### config.mk
export PLATFORM = sky130hd
export DESIGN_NAME = sorted_linked_list_table_core_flat
export DESIGN_NICKNAME = d
export VERILOG_FILES = /design/src/hdl/slt_pkg.sv /design/src/hdl/slt_if.sv /design/src/hdl/slt_ram.sv /design/src/hdl/sorted_linked_list_table_core.sv /design/src/flat_wrapper.sv
export SDC_FILE = /design/constraint.sdc
export NUM_CORES = 2
export LEC_CHECK = 0
export ABC_AREA = 1
export BUFFER_PORTS_ARGS = -buffer_cell sky130_fd_sc_hd__buf_4
export CAP_MARGIN = 0
export CORE_MARGIN = 3
export CORE_UTILIZATION = 40
export CTS_CLUSTER_DIAMETER = 40
export DETAILED_ROUTE_END_ITERATION = 10
export SLEW_MARGIN = 20
export SYNTH_ARGS = -nofsm -noshare
export SYNTH_HDL_FRONTEND = slang
export SYNTH_SLANG_ARGS = --single-unit
### constraint.sdc
create_clock -name clock -period 7.3 [get_ports clock]
set_input_delay 1.46 -clock clock [delete_from_list [all_inputs] [get_ports clock]]
set_output_delay 1.46 -clock clock [all_outputs]
set_load 0.02 [all_outputs]
### src/hdl/slt_pkg.sv
package slt_pkg;

   // field widths fixed by the item format
   localparam int REQ_W   = 2;
   localparam int VALUE_W = 32;
   localparam int SLOT_W  = 6;
   localparam int STAT_W  = 2;

   typedef enum logic [REQ_W-1:0] {
      REQ_INSERT = 2'd0,
      REQ_SEARCH = 2'd1,
      REQ_DELETE = 2'd2,
      REQ_MEDIAN = 2'd3
   } req_kind_type;

   typedef enum logic [STAT_W-1:0] {
      ST_OK        = 2'd0,
      ST_NOT_FOUND = 2'd1,
      ST_FULL      = 2'd2,
      ST_EMPTY     = 2'd3
   } status_type;

endpackage

### src/hdl/slt_if.sv
// request channel: one operation per item
interface slt_req_if;
   logic                                 valid;
   logic                                 ready;
   logic [slt_pkg::REQ_W-1:0]            req_type;
   logic signed [slt_pkg::VALUE_W-1:0]   value;

   modport source (output valid, output req_type, output value, input ready);
   modport sink   (input valid, input req_type, input value, output ready);
endinterface

// response channel: one result per request
interface slt_rsp_if;
   logic                                 valid;
   logic                                 ready;
   logic [slt_pkg::STAT_W-1:0]           status;
   logic [slt_pkg::SLOT_W-1:0]           slot;
   logic signed [slt_pkg::VALUE_W-1:0]   result_value;
   logic [slt_pkg::SLOT_W-1:0]           live_count;

   modport source (output valid, output status, output slot, output result_value,
                   output live_count, input ready);
   modport sink   (input valid, input status, input slot, input result_value,
                   input live_count, output ready);
endinterface

### src/hdl/slt_ram.sv
module slt_ram #(
   parameter int WIDTH = 32,
   parameter int DEPTH = 64
) (
   input  logic                     clock,
   input  logic                     wr_en,
   input  logic [$clog2(DEPTH)-1:0] wr_addr,
   input  logic [WIDTH-1:0]         wr_data,
   input  logic [$clog2(DEPTH)-1:0] rd_addr,
   output logic [WIDTH-1:0]         rd_data
);

   logic [WIDTH-1:0] mem_ff [DEPTH];

   // write one entry, read one entry registered
   always_ff @(posedge clock) begin
      if (wr_en) begin
         mem_ff[wr_addr] <= wr_data;
      end
      rd_data <= mem_ff[rd_addr];
   end

endmodule

### src/hdl/sorted_linked_list_table_core.sv
// channel    dir   handshake              payload
// req_chan   in    valid/ready            req_type, value
// rsp_chan   out   valid/ready            status, slot, result_value, live_count
//
// One request at a time, taken only in idle. A walk visits at most SLOTS-1
// elements, then loads the output register; an insert writes the new element
// in S_INSERT and then relinks a predecessor in S_LINK when there is one.
// Answers that need no walk go from idle straight to S_DONE. The walk is
// paced by the registered read of the value and link memories.
// Reset empties the list at once: the head link is a register. A result left
// in the output register holds the next result back, not the next item.
module sorted_linked_list_table_core #(
   parameter int SLOTS = 64
) (
   input  logic       clock,
   input  logic       reset,
   slt_req_if.sink    req_chan,
   slt_rsp_if.source  rsp_chan
);

   localparam int IW = $clog2(SLOTS);
   localparam logic [IW-1:0] LAST_SLOT = IW'(SLOTS - 1);

   typedef enum logic [2:0] {
      S_IDLE,
      S_WALK,
      S_INSERT,
      S_LINK,
      S_DONE
   } state_type;

   state_type                         state_ff, state_in;
   slt_pkg::req_kind_type             op_ff, op_in;
   logic signed [slt_pkg::VALUE_W-1:0] val_ff, val_in;
   logic [IW-1:0]                     cur_ff, cur_in;
   logic [IW-1:0]                     prev_ff, prev_in;
   logic [IW-1:0]                     cnt_ff, cnt_in;
   logic [IW-1:0]                     mid_ff, mid_in;
   logic [IW-1:0]                     head_ff, head_in;
   logic [IW-1:0]                     used_ff, used_in;
   logic [IW-1:0]                     live_ff, live_in;
   slt_pkg::status_type               res_status_ff, res_status_in;
   logic [IW-1:0]                     res_slot_ff, res_slot_in;
   logic signed [slt_pkg::VALUE_W-1:0] res_value_ff, res_value_in;

   logic                              rsp_valid_ff, rsp_valid_in;
   slt_pkg::status_type               rsp_status_ff, rsp_status_in;
   logic [slt_pkg::SLOT_W-1:0]        rsp_slot_ff, rsp_slot_in;
   logic signed [slt_pkg::VALUE_W-1:0] rsp_value_ff, rsp_value_in;
   logic [slt_pkg::SLOT_W-1:0]        rsp_live_ff, rsp_live_in;

   // memory ports
   logic [IW-1:0]                     rd_addr;
   logic                              val_we;
   logic [IW-1:0]                     val_waddr;
   logic [slt_pkg::VALUE_W-1:0]       val_wdata;
   logic [slt_pkg::VALUE_W-1:0]       val_rdata;
   logic                              nxt_we;
   logic [IW-1:0]                     nxt_waddr;
   logic [IW-1:0]                     nxt_wdata;
   logic [IW-1:0]                     nxt_rdata;

   logic signed [slt_pkg::VALUE_W-1:0] rd_val;
   logic [IW:0]                       live_plus;
   logic [IW-1:0]                     new_slot;
   logic [slt_pkg::SLOT_W+IW-1:0]     slot_wide;
   logic [slt_pkg::SLOT_W+IW-1:0]     live_wide;
   slt_pkg::req_kind_type             req_kind;

   slt_ram #(.WIDTH(slt_pkg::VALUE_W), .DEPTH(SLOTS)) u_value_store (
      .clock   (clock),
      .wr_en   (val_we),
      .wr_addr (val_waddr),
      .wr_data (val_wdata),
      .rd_addr (rd_addr),
      .rd_data (val_rdata)
   );

   slt_ram #(.WIDTH(IW), .DEPTH(SLOTS)) u_next_store (
      .clock   (clock),
      .wr_en   (nxt_we),
      .wr_addr (nxt_waddr),
      .wr_data (nxt_wdata),
      .rd_addr (rd_addr),
      .rd_data (nxt_rdata)
   );

   assign rd_val    = $signed(val_rdata);
   assign live_plus = {1'b0, live_ff} + {{IW{1'b0}}, 1'b1};
   assign new_slot  = used_ff + IW'(1);
   assign req_kind  = slt_pkg::req_kind_type'(req_chan.req_type);
   assign slot_wide = {{slt_pkg::SLOT_W{1'b0}}, res_slot_ff};
   assign live_wide = {{slt_pkg::SLOT_W{1'b0}}, live_ff};

   assign req_chan.ready        = (state_ff == S_IDLE);
   assign rsp_chan.valid        = rsp_valid_ff;
   assign rsp_chan.status       = rsp_status_ff;
   assign rsp_chan.slot         = rsp_slot_ff;
   assign rsp_chan.result_value = rsp_value_ff;
   assign rsp_chan.live_count   = rsp_live_ff;

   // sequence one request: walk, update links, stage the result
   always_comb begin
      state_in      = state_ff;
      op_in         = op_ff;
      val_in        = val_ff;
      cur_in        = cur_ff;
      prev_in       = prev_ff;
      cnt_in        = cnt_ff;
      mid_in        = mid_ff;
      head_in       = head_ff;
      used_in       = used_ff;
      live_in       = live_ff;
      res_status_in = res_status_ff;
      res_slot_in   = res_slot_ff;
      res_value_in  = res_value_ff;
      rsp_valid_in  = rsp_valid_ff;
      rsp_status_in = rsp_status_ff;
      rsp_slot_in   = rsp_slot_ff;
      rsp_value_in  = rsp_value_ff;
      rsp_live_in   = rsp_live_ff;
      rd_addr       = cur_ff;
      val_we        = 1'b0;
      val_waddr     = new_slot;
      val_wdata     = val_ff;
      nxt_we        = 1'b0;
      nxt_waddr     = prev_ff;
      nxt_wdata     = cur_ff;

      // drop the output item once taken
      if (rsp_valid_ff && rsp_chan.ready) begin
         rsp_valid_in = 1'b0;
      end

      case (state_ff)
         S_IDLE: begin
            rd_addr = head_ff;
            if (req_chan.valid) begin
               op_in         = req_kind;
               val_in        = req_chan.value;
               cur_in        = head_ff;
               prev_in       = '0;
               cnt_in        = IW'(1);
               mid_in        = live_plus[IW:1];
               res_status_in = slt_pkg::ST_OK;
               res_slot_in   = '0;
               res_value_in  = '0;
               case (req_kind)
                  slt_pkg::REQ_INSERT: begin
                     if (used_ff >= LAST_SLOT) begin
                        res_status_in = slt_pkg::ST_FULL;
                        state_in      = S_DONE;
                     end else if (head_ff == '0) begin
                        state_in = S_INSERT;
                     end else begin
                        state_in = S_WALK;
                     end
                  end
                  slt_pkg::REQ_MEDIAN: begin
                     if (head_ff == '0 || live_ff == '0) begin
                        res_status_in = slt_pkg::ST_EMPTY;
                        state_in      = S_DONE;
                     end else begin
                        state_in = S_WALK;
                     end
                  end
                  default: begin
                     if (head_ff == '0) begin
                        res_status_in = slt_pkg::ST_NOT_FOUND;
                        state_in      = S_DONE;
                     end else begin
                        state_in = S_WALK;
                     end
                  end
               endcase
            end
         end

         // read data of cur_ff is valid; decide, or advance one link
         S_WALK: begin
            case (op_ff)
               slt_pkg::REQ_INSERT: begin
                  if (val_ff > rd_val) begin
                     prev_in = cur_ff;
                     cur_in  = nxt_rdata;
                     rd_addr = nxt_rdata;
                     if (nxt_rdata == '0) begin
                        state_in = S_INSERT;
                     end
                  end else begin
                     state_in = S_INSERT;
                  end
               end
               slt_pkg::REQ_MEDIAN: begin
                  if (cnt_ff == mid_ff || nxt_rdata == '0) begin
                     res_slot_in  = cur_ff;
                     res_value_in = rd_val;
                     state_in     = S_DONE;
                  end else begin
                     cnt_in  = cnt_ff + IW'(1);
                     cur_in  = nxt_rdata;
                     rd_addr = nxt_rdata;
                  end
               end
               default: begin
                  if (rd_val == val_ff) begin
                     res_slot_in  = cur_ff;
                     res_value_in = val_ff;
                     state_in     = S_DONE;
                     if (op_ff == slt_pkg::REQ_DELETE) begin
                        // unlink the match
                        live_in = live_ff - IW'(1);
                        if (prev_ff == '0) begin
                           head_in = nxt_rdata;
                        end else begin
                           nxt_we    = 1'b1;
                           nxt_waddr = prev_ff;
                           nxt_wdata = nxt_rdata;
                        end
                     end
                  end else if (nxt_rdata == '0) begin
                     res_status_in = slt_pkg::ST_NOT_FOUND;
                     state_in      = S_DONE;
                  end else begin
                     prev_in = cur_ff;
                     cur_in  = nxt_rdata;
                     rd_addr = nxt_rdata;
                  end
               end
            endcase
         end

         // write the new element, pointing at the first not-smaller one
         S_INSERT: begin
            val_we       = 1'b1;
            val_waddr    = new_slot;
            val_wdata    = val_ff;
            nxt_we       = 1'b1;
            nxt_waddr    = new_slot;
            nxt_wdata    = cur_ff;
            used_in      = new_slot;
            live_in      = live_ff + IW'(1);
            res_slot_in  = new_slot;
            res_value_in = val_ff;
            if (prev_ff == '0) begin
               head_in  = new_slot;
               state_in = S_DONE;
            end else begin
               state_in = S_LINK;
            end
         end

         // point the predecessor at the new element
         S_LINK: begin
            nxt_we    = 1'b1;
            nxt_waddr = prev_ff;
            nxt_wdata = used_ff;
            state_in  = S_DONE;
         end

         // hold the result until the output register is free
         S_DONE: begin
            if (!rsp_valid_ff || rsp_chan.ready) begin
               rsp_valid_in  = 1'b1;
               rsp_status_in = res_status_ff;
               rsp_slot_in   = slot_wide[slt_pkg::SLOT_W-1:0];
               rsp_value_in  = res_value_ff;
               rsp_live_in   = live_wide[slt_pkg::SLOT_W-1:0];
               state_in      = S_IDLE;
            end
         end

         default: begin
            state_in = S_IDLE;
         end
      endcase
   end

   always_ff @(posedge clock) begin
      if (reset) begin
         state_ff     <= S_IDLE;
         head_ff      <= '0;
         used_ff      <= '0;
         live_ff      <= '0;
         rsp_valid_ff <= 1'b0;
      end else begin
         state_ff     <= state_in;
         head_ff      <= head_in;
         used_ff      <= used_in;
         live_ff      <= live_in;
         rsp_valid_ff <= rsp_valid_in;
      end
      op_ff         <= op_in;
      val_ff        <= val_in;
      cur_ff        <= cur_in;
      prev_ff       <= prev_in;
      cnt_ff        <= cnt_in;
      mid_ff        <= mid_in;
      res_status_ff <= res_status_in;
      res_slot_ff   <= res_slot_in;
      res_value_ff  <= res_value_in;
      rsp_status_ff <= rsp_status_in;
      rsp_slot_ff   <= rsp_slot_in;
      rsp_value_ff  <= rsp_value_in;
      rsp_live_ff   <= rsp_live_in;
   end

endmodule

### src/flat_wrapper.sv
// flat-port wrapper written by rule: the top's interface ports become plain ports
module sorted_linked_list_table_core_flat 
#(
   parameter int SLOTS = 64
)
  (clock, reset, req_chan_valid, req_chan_req_type, req_chan_value, req_chan_ready, rsp_chan_valid, rsp_chan_status, rsp_chan_slot, rsp_chan_result_value, rsp_chan_live_count, rsp_chan_ready);
  slt_req_if req_chan_i ();
  slt_rsp_if rsp_chan_i ();
  input  logic clock;
  input  logic reset;
  input wire logic [$bits(req_chan_i.valid)-1:0] req_chan_valid;
  input wire logic [$bits(req_chan_i.req_type)-1:0] req_chan_req_type;
  input wire logic [$bits(req_chan_i.value)-1:0] req_chan_value;
  output wire logic [$bits(req_chan_i.ready)-1:0] req_chan_ready;
  output wire logic [$bits(rsp_chan_i.valid)-1:0] rsp_chan_valid;
  output wire logic [$bits(rsp_chan_i.status)-1:0] rsp_chan_status;
  output wire logic [$bits(rsp_chan_i.slot)-1:0] rsp_chan_slot;
  output wire logic [$bits(rsp_chan_i.result_value)-1:0] rsp_chan_result_value;
  output wire logic [$bits(rsp_chan_i.live_count)-1:0] rsp_chan_live_count;
  input wire logic [$bits(rsp_chan_i.ready)-1:0] rsp_chan_ready;
  assign req_chan_i.valid = req_chan_valid;
  assign req_chan_i.req_type = req_chan_req_type;
  assign req_chan_i.value = req_chan_value;
  assign req_chan_ready = req_chan_i.ready;
  assign rsp_chan_valid = rsp_chan_i.valid;
  assign rsp_chan_status = rsp_chan_i.status;
  assign rsp_chan_slot = rsp_chan_i.slot;
  assign rsp_chan_result_value = rsp_chan_i.result_value;
  assign rsp_chan_live_count = rsp_chan_i.live_count;
  assign rsp_chan_i.ready = rsp_chan_ready;
  sorted_linked_list_table_core #(.SLOTS(SLOTS)) u_core (.clock(clock), .reset(reset), .req_chan(req_chan_i), .rsp_chan(rsp_chan_i));
endmodule
# Yosys cells after proc, flatten, opt, wreduce, memory -nomap -nowiden

Memories as Yosys holds them, arrays and structs flattened. A register that Yosys moved wholly into a read port is not among the register bits.
Cells that the tools add are included.

Register bits: 166
Bits in writable memories: 2432
Bits of input ports: 38
Output and inout port bits: 48
Word-level logic and storage cells: 163
Memories: 2

Add/sub/neg operators: 5
Order comparisons: 2
Eq/ne operators: 29
Mux-type cells: 80
Reductions and logical operators: 27

Memory list:

| name                        | depth | bits a word | rd ports | clocked after memory_dff | write ports | line          | text |
|---|---|---|---|---|---|---|---|
| u_core.u_value_store.mem_ff | 64    | 32          | 1        | 1                        | 1           | slt_ram.sv:13 | `logic [WIDTH-1:0] mem_ff [DEPTH];` |
| u_core.u_next_store.mem_ff  | 64    | 6           | 1        | 1                        | 1           | slt_ram.sv:13 |  |

Operators by type and width:

| operator              | number |
|---|---|
| $mux W6               | 27 |
| $pmux W6 S2           | 10 |
| $mux W32              | 3 |
| $pmux W32 S3          | 1 |
| $pmux W32 S2          | 1 |
| $mux W3               | 11 |
| $eq A32 B32 Y1        | 1 |
| $gt A32 B32 Y1        | 1 |
| $logic_not A6 Y1      | 4 |
| $add A6 B1 Y6 const B | 3 |
| $pmux W6 S3           | 1 |
| $pmux W3 S5           | 1 |
| $reduce_and A5 Y1     | 3 |
| $mux W2               | 7 |
| $ne A2 B1 Y1 const B  | 7 |
| $mux W1               | 13 |
| $ne A2 B2 Y1 const B  | 6 |
| $pmux W3 S2           | 2 |
| $reduce_and A6 Y1     | 2 |
| $pmux W2 S2           | 2 |
| $reduce_and A4 Y1     | 2 |
| $add A6 B1 Y7 const B | 1 |
| $eq A2 B2 Y1 const B  | 3 |
| $eq A3 B2 Y1 const B  | 2 |
| other kinds (20)      | 29 |

# Depth between registers and ports, before layout

Word-level depth: 8
Depth in mapped cells: 32
Depth with buffers taken out: 29

# By module

A second synthesis with hierarchy kept.

Cells, all modules: 8960
Area total of the unflattened synthesis: 106861.2 um^2

Modules (own cells, without submodules):

| module                         | instances | cells an instance | area an instance (um^2) | sequential area each (um^2) |
|---|---|---|---|---|
| slt_ram (u_core.u_value_store) | 1         | 6769              | 82738.1                 | 62139.6 |
| slt_ram (u_core.u_next_store)  | 1         | 1393              | 15942.8                 | 11651.2 |
| sorted_linked_list_table_core  | 1         | 798               | 8180.3                  | 4764.6 |

# Worst setup path after synthesis

Ideal clock, no wire load.

Path type: flip-flop to flip-flop
Start point: register u_core.val_ff[23] (netlist bit)
End point: register u_core.res_slot_ff[0] (enable)
Library setup time: 0.491 ns
Data arrival time: 4.992 ns
Required time: 6.809 ns
Slack: 1.817 ns
Stages on the path, launching flop included: 10
Path buffers: 0
Path through: edfxtp_1 ha_1 nand2_1 nor2_1 nand4_1 nor3b_2 nand2_2 nand2_1 nand3_1 a211oi_1

Cells in the longest elaborated chain, start to end: 3

RTL lines:

| what                        | line                                 | text |
|---|---|---|
| start: declaration          | sorted_linked_list_table_core.sv:34  | `logic signed [slt_pkg::VALUE_W-1:0] val_ff, val_in;` |
| start signal: assignment    | sorted_linked_list_table_core.sv:294 | `val_ff <= val_in;` |
| $eq A32 B32 Y1              | sorted_linked_list_table_core.sv:206 | `if (rd_val == val_ff) begin` |
| $ne A3 B1 Y1 (no line)      | n/a                                  |  |
| $reduce_and A5 Y1 (no line) | n/a                                  |  |
| end signal: assignment      | sorted_linked_list_table_core.sv:300 | `res_slot_ff <= res_slot_in;` |
| end: declaration            | sorted_linked_list_table_core.sv:43  | `logic [IW-1:0] res_slot_ff, res_slot_in;` |

Every way passes these cells.
A chain may end at the register's enable or synchronous reset.

# Worst setup path after layout

Start point: register u_core.u_value_store.rd_data[29] (read register of u_core.u_value_store.mem_ff)
End point: register u_core.u_value_store.rd_data[8] (read register of u_core.u_value_store.mem_ff)

Cells in the longest elaborated chain, start to end: 4

RTL lines:

| what                                                    | line                                                                       | text |
|---|---|---|
| start: declaration                                      | slt_ram.sv:10                                                              | `output logic [WIDTH-1:0] rd_data` |
| $gt A32 B32 Y1 / $eq A32 B32 Y1 (equally long branches) | sorted_linked_list_table_core.sv:183, sorted_linked_list_table_core.sv:206 |  |
| $mux W6 (on tied branches)                              | n/a                                                                        |  |
| $pmux W6 S2 *                                           | sorted_linked_list_table_core.sv:181                                       | `case (op_ff)` |
| $pmux W6 S2 *                                           | sorted_linked_list_table_core.sv:135                                       | `case (state_ff)` |

Mark *: on every way between the ends. The rest lies on a longest branch, timed or not.

==> impl_metrics.ini <==
[sta]
period_needed_ns = 5.80
rsz0062_at_grt = no
clock_skew_ns = 0.0641
setup_tns_ns = 0
setup-violations-final = 0
timing.slew.headroom_pct = 24.0
fin_crit_sh_pct = 79.4
hold_viol = 0
slew_viol_final = 0
max_slew.worst_pin.slew_ns = 1.14
clock.fmax_mhz = 172

[clocking]
holdBufCountCts = 0
cts_setup_buffers = 0
root_buffer = clkbuf_16
cts.path.max_buffers = 4
clock-sinks = 2636
cts.clk_slew.worst_paths_ns = 0.06
cts_tree = built
cts.htree.levels = 5
cts_buffers = 379
clk-insertion-delay-late_ns = 0.89
cts_resized = 0

[detailed_routing]
wl_mm = 331
final_antenna_net_count = 0
detail_route.wl_per_cell_um = 22.6
via_per_inst = 5.42
route.vias.total = 79500
drt_iter0_drc = 8960
remaining_drc_errors = 0
firstDrtPassIters = 6

[synthesis]
yosys_most_used_dff = edfxtp_1
avgSynthCellArea_um2 = 11.2
synth-seq-cells = 2636
ys_types = 46
synth_area_leader_cell = edfxtp_1
synth_seq_area_share_pct = 67.6
synth.area.top_cells = edfxtp_1 67%, nand3_1 11%, nand3b_1 5.8%
syn_inst = 10400
syn-num-nets = 10500
netlist.area_leader.share_pct = 66.5
synth-async-reset-ratio_pct = 0
synth_warnings = 0
syn_area_mm2 = 0.116
synth_edf_count = 2576

[critical_path]
crit_end = u_core.u_value_store.rd_data[8]
crit_type = reg2reg
r2r_cells = 24
worstPathArrival_ns = 6.52
crit_fanout = 68
crit_slowest_cell = nor2_1
reg2reg_to = u_core.u_value_store.rd_data[8]
cp-startpoint = u_core.u_value_store.rd_data[29]
crit_required_ns = 8.02
reg2reg_slack_ns = 1.50
timing.rr.start = u_core.u_value_store.rd_data[29]
critPathLaunchType = register
crit_top_cell = nand2_1
critical_path.max_stage_delay_ns = 0.56
endpoint_kind = register
path_cells = inv_1 > ha_1 > nand2_1 > nor2_1 > nor3b_2 > nand2_1 > nand3_2 > nand3_2 > inv_1 > nand2_1 > nand3_1 > nand2_1 > nand2_1 > nand2_1 > nor2_4 > inv_8 > buf_12 > buf_12 > nand3_1 > nand3_1 > nand3_1 > nand3_1 > nand3_1 > nand2_1

[die]
ioPinCount = 86
die_w_um = 545
start_util_pct = 40.3
dieArea_mm2 = 0.297
die_y_um = 545
num_rows = 197
core_area_mm2 = 0.289

[finish]
regArea_mm2 = 0.0786
syn2layout_area_growth_pct = 16.0
num-fill-cells = 25700
final_nets = 10600
multiInputGateArea_mm2 = 0.0291
drive_gt1_share_pct = 10.2

[global_routing]
grt_pass1_wl_mm = 495
grtUsageTotal_pct = 21.5
grt_pass1_vias = 77300
antenna_found_initial = 9
gr-total-overflow = 0
grt_max_degree = 186

[status]
status = completed

[min_path]
min_path_type = reg2reg

[placement]
hpwl_mm = 184
gp_congestion = 0.843
numPortBuffers = 85

[job]
maxCapViolCount = 0
==> worst min-delay path by stage <==
| stage | start | endpoint | slack [ns] | depth (start not counted) |
|---|---|---|---|---|
| 2_1_floorplan | u_core.res_value_ff[0] | u_core.rsp_chan.result_value[0] | 0.40 | 0 |
| 3_3_place_gp | u_core.res_value_ff[8] | u_core.rsp_chan.result_value[8] | 0.40 | 0 |
| 3_5_place_dp | u_core.res_value_ff[17] | u_core.rsp_chan.result_value[17] | 0.40 | 0 |
| 4_1_cts | u_core.res_slot_ff[5] | u_core.rsp_chan.slot[5] | 0.41 | 0 |
| 6_report | u_core.res_slot_ff[5] | u_core.rsp_chan.slot[5] | 0.41 | 0 |
| 5_1_grt | u_core.res_slot_ff[5] | u_core.rsp_chan.slot[5] | 0.42 | 0 |
==> worst max-delay path, delay by kind of cell, from the launching register on <==
kind	cells	cell delay (ns)
buffers and inverters	5	1.10
flip-flops	1	0.52
AND/OR/NAND/NOR	18	3.54
adder cells (fa/ha/maj)	1	0.32
==> cell usage in the layout, fill, tap and decap left out, types with 60 or more instances in the layout <==
| master | n |
|---|---|
| buf_12 | 73 |
| buf_4 | 305 |
| clkbuf_16 | 385 |
| dfxtp_1 | 60 |
| edfxtp_1 | 2576 |
| inv_1 | 1530 |
| nand2_1 | 1566 |
| nand3_1 | 2609 |
| nand3b_1 | 905 |
| nor2_1 | 93 |
| nor2_4 | 69 |
| o21ai_0 | 107 |
==> per-stage QoR <==
step / instances / hold slack [ns] / setup WS, ns / utilization, % / cell area (um^2)
after floorplan: 10400 / 0.400 / 1.82 / - / 116000
after global placement: 14000 / 0.403 / 1.60 / 42.3 / 122000
after detailed placement: 14000 / 0.405 / 1.61 / 42.3 / 122000
after CTS: 14700 / 0.411 / 1.56 / 46.7 / 135000
after global routing: 14700 / 0.419 / 1.30 / 46.7 / 135000
final: 14700 / 0.407 / 1.50 / 46.7 / 135000
==> synth_stat cells (45+ instances only) <==
master / count
a21oi_1: 48
buf_1: 53
buf_2: 440
clkbuf_1: 124
dfxtp_1: 60
edfxtp_1: 2576
ha_1: 45
inv_1: 1532
nand2_1: 1567
nand3_1: 2609
nand3b_1: 905
nor2_1: 161
o21ai_0: 109
==> final cells by class <==
class / count / share of cell area [%]
Sequential cell: 2636 / 58.2
Multi-Input combinational cell: 5547 / 21.6
Clock buffer: 419 / 7.27
Inverter: 1537 / 4.30
Tap cell: 3880 / 3.60
Timing Repair Buffer: 382 / 2.86
Clock inverter: 274 / 2.14
Antenna cell: 3 / 0.00557
==> registers in the layout (all words and copies together) (netlist names), 32 cells and up <==
register                      flops
u_core.u_value_store.mem_ff    2048
u_core.u_next_store.mem_ff      384
u_core.res_value_ff              32
u_core.rsp_chan.result_value     32
u_core.u_value_store.rd_data     32
u_core.val_ff                    32
==> cells by family after synthesis <==
kind of cell	count (synthesis)	share of synthesized area, %
DFF	2636	67.6
xor gates and xnor gates	16	0.121
AOI/OAI and AO/OA	207	0.997
adders and majority gates	46	0.501
and+or+nand+nor	5278	22.9
buffers and inverters	2217	7.95
==> per-layer routing <==
layer	routed length, um	track usage [%]
met1	138000	29.5
met2	156000	35.2
met3	29300	3.91
met4	8270	6.06
met5	44	0
Power is not shown: default switching activity piles up to over one toggle a cycle in this logic, so the estimate is an artifact.
